===== config.mk =====
export PLATFORM = sky130hd
export DESIGN_NAME = cfar2d_fifo
export DESIGN_NICKNAME = d
export VERILOG_FILES = /design/src/rtl/cfar2d_pkg.sv /design/src/rtl/cfar2d_fifo.sv
export VERILOG_INCLUDE_DIRS = /design/src /design/src/rtl
export SDC_FILE = /design/constraint.sdc
export NUM_CORES = 1
export LEC_CHECK = 0
export ABC_AREA = 1
export BUFFER_PORTS_ARGS = -buffer_cell sky130_fd_sc_hd__buf_2
export CELL_PAD_IN_SITES_DETAIL_PLACEMENT = 1
export CELL_PAD_IN_SITES_GLOBAL_PLACEMENT = 2
export CORE_MARGIN = 4
export CORE_UTILIZATION = 24
export DETAILED_ROUTE_END_ITERATION = 10
export GPL_ROUTABILITY_DRIVEN = 0
export PLACE_DENSITY = 0.67
export SYNTH_ARGS = -nofsm -noshare
export SYNTH_HDL_FRONTEND = slang
export SYNTH_SLANG_ARGS = --single-unit

===== constraint.sdc =====
create_clock -name i_clk -period 1.4 [get_ports i_clk]
set_input_delay 0.28 -clock i_clk [delete_from_list [all_inputs] [get_ports i_clk]]
set_output_delay 0.28 -clock i_clk [all_outputs]
set_load 0.05 [all_outputs]

===== src/rtl/cfar_2d_window_detector_top_macros.svh =====
// Assertion helpers shared by the detector modules.
// Every helper samples on i_clk and is off while i_rst_n is low.
`ifndef CFAR_2D_WINDOW_DETECTOR_TOP_MACROS_SVH
`define CFAR_2D_WINDOW_DETECTOR_TOP_MACROS_SVH
// The condition must never hold.
`define CFAR2D_NEVER(lbl, cond, msg) \
    lbl: assert property (@(posedge i_clk) disable iff (!i_rst_n) !(cond)) \
        else $error(msg);
// When ante holds, cons holds in the same cycle.
`define CFAR2D_SAME(lbl, ante, cons, msg) \
    lbl: assert property (@(posedge i_clk) disable iff (!i_rst_n) (ante) |-> (cons)) \
        else $error(msg);
// When ante holds, cons holds in the next cycle.
`define CFAR2D_NEXT(lbl, ante, cons, msg) \
    lbl: assert property (@(posedge i_clk) disable iff (!i_rst_n) (ante) |=> (cons)) \
        else $error(msg);
`endif


===== src/rtl/cfar2d_pkg.sv =====
`default_nettype none
package cfar2d_pkg;

    localparam int IDX_BITS   = 12;
    localparam int TCFAR_BITS = 15;
    localparam int TCFAR_DIV  = 25600;
    localparam int ROW_BITS   = 12;
    localparam int ROW_LIMIT  = 4096;
    localparam int CFG_IDX_BITS = 3;

    typedef enum logic [CFG_IDX_BITS-1:0] {
        CFG_WINDOW = 3'd0,
        CFG_GUARD  = 3'd1,
        CFG_TCFAR  = 3'd2,
        CFG_LIMIT  = 3'd3,
        CFG_WIDTH  = 3'd4,
        CFG_HEIGHT = 3'd5
    } t_cfg_idx;

    // Window geometry after clamping, shared by front and back.
    typedef struct packed {
        logic [3:0] n;
        logic [3:0] base;
        logic [3:0] ctr;
        logic [2:0] ghalf;
        logic [7:0] area;
    } t_geom;

    // Queue status toward both sides.
    typedef struct packed {
        logic empty;
        logic full;
        logic afull;
    } t_q_stat;

endpackage
`default_nettype wire


===== src/rtl/cfar2d_fifo.sv =====
`default_nettype none
module cfar2d_fifo #(
    parameter int WIDTH = 8,
    parameter int DEPTH = 4
) (
    input  wire logic               i_clk,
    input  wire logic               i_rst_n,
    input  wire logic               i_push,
    input  wire logic [WIDTH-1:0]   i_data,
    input  wire logic               i_pop,
    output logic [WIDTH-1:0]        o_data,
    output cfar2d_pkg::t_q_stat     o_stat
);
`include "cfar_2d_window_detector_top_macros.svh"

    localparam int PTR_BITS = (DEPTH > 1) ? $clog2(DEPTH) : 1;
    localparam int CNT_BITS = $clog2(DEPTH + 1);

    logic [WIDTH-1:0]    r_mem [DEPTH];
    logic [PTR_BITS-1:0] r_wr;
    logic [PTR_BITS-1:0] r_rd;
    logic [CNT_BITS-1:0] r_count;

    always_ff @(posedge i_clk) begin
        if (i_push) begin
            r_mem[r_wr] <= i_data;
        end
    end

    always_ff @(posedge i_clk) begin
        if (!i_rst_n) begin
            r_wr    <= '0;
            r_rd    <= '0;
            r_count <= '0;
        end else begin
            if (i_push) begin
                r_wr <= (r_wr == PTR_BITS'(DEPTH - 1)) ? '0 : r_wr + 1'b1;
            end
            if (i_pop) begin
                r_rd <= (r_rd == PTR_BITS'(DEPTH - 1)) ? '0 : r_rd + 1'b1;
            end
            if (i_push && !i_pop) begin
                r_count <= r_count + 1'b1;
            end else if (!i_push && i_pop) begin
                r_count <= r_count - 1'b1;
            end
        end
    end

    assign o_data       = r_mem[r_rd];
    assign o_stat.empty = (r_count == '0);
    assign o_stat.full  = (r_count == CNT_BITS'(DEPTH));
    assign o_stat.afull = (r_count >= CNT_BITS'(DEPTH - 1));

    `CFAR2D_NEVER(a_no_overflow, i_push && (r_count == CNT_BITS'(DEPTH)), "queue overflow")
    `CFAR2D_NEVER(a_no_underflow, i_pop && (r_count == '0), "queue underflow")
    `CFAR2D_NEXT(a_count_up, i_push && !i_pop, r_count == $past(r_count) + 1'b1, "count slip")

endmodule
`default_nettype wire


Word-level counts from Yosys, hierarchy flattened
Memory sizes are Yosys's and may differ from the RTL's. A register that Yosys moved wholly into a read port is not among the register bits.
Index checks and enable logic that the tools add are counted.
Widths: inputs -> output; s select.
{ "word_totals": {"register_bits": 7, "mem_bits_rw": 32, "in_bits": 12, "elab_cells": 26, "mem_count": 1} }
{ "memory_table": {"columns": ["name", "depth", "word_bits", "read_ports", "rd_ports_with_merged_regs", "wr", "line", "rtl"], "rows": [
  ["r_mem", 4, 8, 1, 1, 1, "cfar2d_fifo.sv:19", "logic [WIDTH-1:0] r_mem [DEPTH];"]
]} }
{ "op_classes": {"add_sub_neg": 4, "magnitude_cmp": 1, "eq_ne": 3, "n_mux": 8, "n_reduce_logical": 6} }
{ "ops": {"columns": ["operator", "count"], "rows": [
  ["$mux 2", 4],
  ["$mux 3", 2],
  ["$add 2x1->2 const B", 2],
  ["$eq 2x2->1 const B", 2],
  ["$add 3x1->3 const B", 1],
  ["$eq 3x3->1 const B", 1],
  ["$ge 3x2->1 const B", 1],
  ["$logic_not 3->1", 1],
  ["$sub 3x1->3 const B", 1],
  ["$logic_and 1x1->1", 2],
  ["$logic_not 1->1", 2],
  ["$mux 1", 2],
  ["$reduce_bool 2->1", 1]
]} }

Longest topological paths before layout
{ "depth": {"ltp_word": 4, "depth_mapped": 10, "mapped_depth_nobuf": 10} }

Worst setup path after synthesis
No wires, ideal clock.
{ "synth_timing": {"kind": "reg2out", "start": "register r_count[0]", "end": "output o_stat[1] (netlist name)", "arrival_ns": 1.452, "path_slack_ns": -0.332, "path_stages_with_launch": 2, "n_path_buf": 0, "cell_sequence": "dfxtp_1 > nor3_1"} }
{ "synth_lines": {"columns": ["element", "line", "rtl"], "rows": [
  ["from (decl)", "cfar2d_fifo.sv:22", "logic [CNT_BITS-1:0] r_count;"],
  ["from (signal assigned)", "cfar2d_fifo.sv:43", "r_count <= r_count + 1'b1;"],
  ["from (signal assigned)", "cfar2d_fifo.sv:45", "r_count <= r_count - 1'b1;"],
  ["to (decl)", "cfar2d_fifo.sv:12", "output cfar2d_pkg::t_q_stat o_stat"]
]} }

==> impl_summary.txt <==
----------------------------------------------------
[Final layout]
  Area Growth Syn to Fin ... 42.9%
  Filler cells ... 728
  Post-route core utilization ... 35.1%
  Number of nets in the finished design ... 199
  Filler-free cell count of the finished design ... 260
  Diodes inserted ... 0
  Layout cell share with drive strength beyond 1 ... 42.8%

[Floorplan]
  Floorplan core area ... 6760 µm²
  Starting density of the core ... 24.6%
  Horizontal die dimension ... 91.1 µm
  Chip height ... 91.1 µm
  Number of top-level pins ... 23
  Std cell rows ... 30
  Floorplan die area ... 8310 µm²

[Placed design]
  Cells after DPL ... 253
  Detail Placement HPWL ... 2850 µm
  Port Buffers ... 22

[Worst hold path]
  Type of the most critical hold path ... in2reg

[Timing]
  Post-route setup slack ... -0.165 ns
  Setup violators final ... 8
  RSZ-0062 raised after global routing ... yes
  Maximum clock rate ... 639 MHz
  Worst clock skew ... 0.00378 ns
  Final hold vios ... 0
  Shortest period the worst path allows ... 1.57 ns
  Least-Margin Pin Slew ... 0.226 ns
  Final period utilization ... 112%
  Number of pins exceeding their max-slew limit in the final report ... 0
  Max_slew headroom ... 84.9%

[Routing]
  Via density per instance ... 4.41
  Final wirelength ... 3890 µm
  Drt initial violations ... 70
  Wire length per cell after detailed routing ... 15.0 µm
  Routed via count ... 1146
  Number of remaining DRC errors ... 0
  Count of nets left with antenna violations after detail routing ... 0
  DRT Pass-1 Iters ... 4

[Global routing]
  GRT Residual Overflow ... 0
  Maximum number of pins on one net before global-route repair ... 15
  First-pass GRT wire length ... 6460 µm
  Number of global-route vias before repair ... 1322
  Number of antenna violations at the first check in global routing ... 0
  GRT Resource Usage Total ... 9.97%

[Yosys]
  Number of synthesized register bits ... 41
  Distinct cells, synth ... 19
  Number of standard cells after synthesis ... 137
  Avg Inst Size Synth ... 12.1 µm²
  Number of warnings issued by yosys ... 0
  Combined area of all synthesized cells ... 1660 µm²
  Cell types with the largest area share after synthesis ... sky130_fd_sc_hd__edfxtp_1 58%, sky130_fd_sc_hd__dfxtp_1 11%, sky130_fd_sc_hd__nor2_1 5.0%
  Area share of the largest cell type after synthesis ... 57.9%
  Post-synth top area cell ... sky130_fd_sc_hd__edfxtp_1
  Share of the yosys chip area belonging to registers ... 68.8%
  Net count after synthesis ... 156

[Setup path]
  Worst Path Buf+Inv ... 3
  Delay-heaviest family, CP ... buffers and inverters
  Maximum cell stage delay along the critical path ... 0.40 ns
  Worst EP required ... 1.12 ns
  Worst-case register-to-register setup slack ... 0.09 ns
  Crit Path Category ... reg2out
  Startpoint type of the worst setup path ... flip-flop
  Maximum fanout encountered on the critical timing path ... 7
  Arrival time at the worst endpoint ... 1.29 ns
  Worst path most repeated cell ... sky130_fd_sc_hd__buf_6
  Cells along the critical path ... buf_8, buf_6, nor2_4, o22ai_4, buf_6
  Kind of end point of the critical path ... output port
  Critical-path top delay cell ... sky130_fd_sc_hd__dfxtp_4

[CTS]
  CTS tree ... yes
  Number of CTS-inserted buffers ... 5
  Clock sink count ... 41
  Level count of the clock H-tree ... 2
  Clock latency on the worst-skew pair ... 0.29 ns
  CTS clk-pin slew, worst paths ... 0.08 ns
  Buffer cell driving the clock tree root ... sky130_fd_sc_hd__clkbuf_8
  Maximum clock path buffer count ... 2
  Total of hold buffers inserted after clock tree synthesis ... 0

[Pwr]
  Pwr/cell area ... 1210 nW/µm²
  Worst IR Drop VDD ... 0.000604 V
  P_leak ... 0.910 nW

[Status]
  Outcome ... finished with violations
  Failing checks ... setup timing

[Run]
  Max-cap check violation count ... 0

----------------------------------------------------
[placed cells by master (no fill, tap or decap), drive strengths merged, types with 4 or more instances in the layout]
cell / instances
nor3: 4
clkbuf: 5
o22ai: 8
buf: 38
nand2: 10
dfxtp: 9
o21ai: 19
nor2: 24
edfxtp: 32
ha: 6
inv: 16
[power by group]
part	total, mW	leakage [nW]	internal, mW	switching, mW
logic	0.726	0.502	0.282	0.444
registers	1.44	0.371	1.38	0.0553
clock network	0.715	0.0377	0.334	0.380
total	2.88	0.910	2.00	0.880
[metrics by stage]
| stage | setup TNS, ns | cell area, µm² | setup WS (ns) | hold WS, ns | power [mW] |
|---|---|---|---|---|---|
| finish | -1.14 | 2370 | -0.165 | 0.209 | 2.88 |
| global route | -1.63 | 2370 | -0.228 | 0.200 | 3.04 |
| CTS | -1.26 | 2340 | -0.183 | 0.199 | 2.91 |
| detailed placement | -0.623 | 2110 | -0.208 | 0.499 | 2.08 |
| global placement | -0.271 | 2110 | -0.0552 | 0.497 | 2.04 |
| floorplan | -0.656 | 1750 | -0.332 | 0.379 | 1.87 |
[cell type report]
class / count / area, µm² / share of cell area (%)
timing repair buffer: 38 / 353 / 14.9
tap: 80 / 100 / 4.22
clock buffer: 5 / 68.8 / 2.90
clock inverter: 2 / 11.3 / 0.475
multi-input combinational: 78 / 616 / 26.0
inverter: 16 / 70.1 / 2.96
sequential: 41 / 1150 / 48.6
[sequential cells by signal (all words and copies together) (netlist names), named ones only]
register and cells:
r_mem 32, r_count 3, r_rd 2, r_wr 2
[worst paths after layout]
| kind | start | end | depth (start not counted) |
|---|---|---|---|
| worst max-delay path | flip-flop | o_data[5] | 5 |
| worst min-delay path | i_data[5] | r_mem[0][5]$_DFFE_PP_ | 1 |
| worst max register to register | r_count[0]$_SDFFE_PN0P_ | r_count[2]$_SDFFE_PN0P_ | 7 |
| worst min register to register | r_wr[1]$_SDFFE_PN0P_ | r_wr[1]$_SDFFE_PN0P_ | 2 |
[cell usage after synthesis, drive strengths merged]
cell type / instances
a21oi: 3
buf: 2
dfxtp: 9
edfxtp: 32
fa: 1
ha: 6
inv: 16
nand2: 10
nand3: 1
nand4: 1
nor2: 24
nor3: 4
o21ai: 19
o22ai: 8
xor2: 1
[kinds of logic after synthesis]
logic type,after synthesis,share of synthesized area [%]
simple gates,40,9.88
fa+ha+maj,7,5.73
compound gates,30,10.1
xor+xnor,1,0.528
buf+inv,18,4.98
flops,41,68.8
[timing repair]
action | CTS | global route
pin swaps | 0 | 1
resized for setup | 56 | 9
setup endpoints to repair | 11 | 12
buffers inserted | 0 | 0
endpoints found under the hold margin | 0 | 0
[layer usage]
layer	vias to the layer above	routed length, µm	GRT usage (%)
li1	565	-	-
met1	553	1650	11.7
met2	25	2030	17.8
met3	3	187	2.98
met4	0	21	2.26
met5	-	0	0
(Power assumes the default switching activity.)
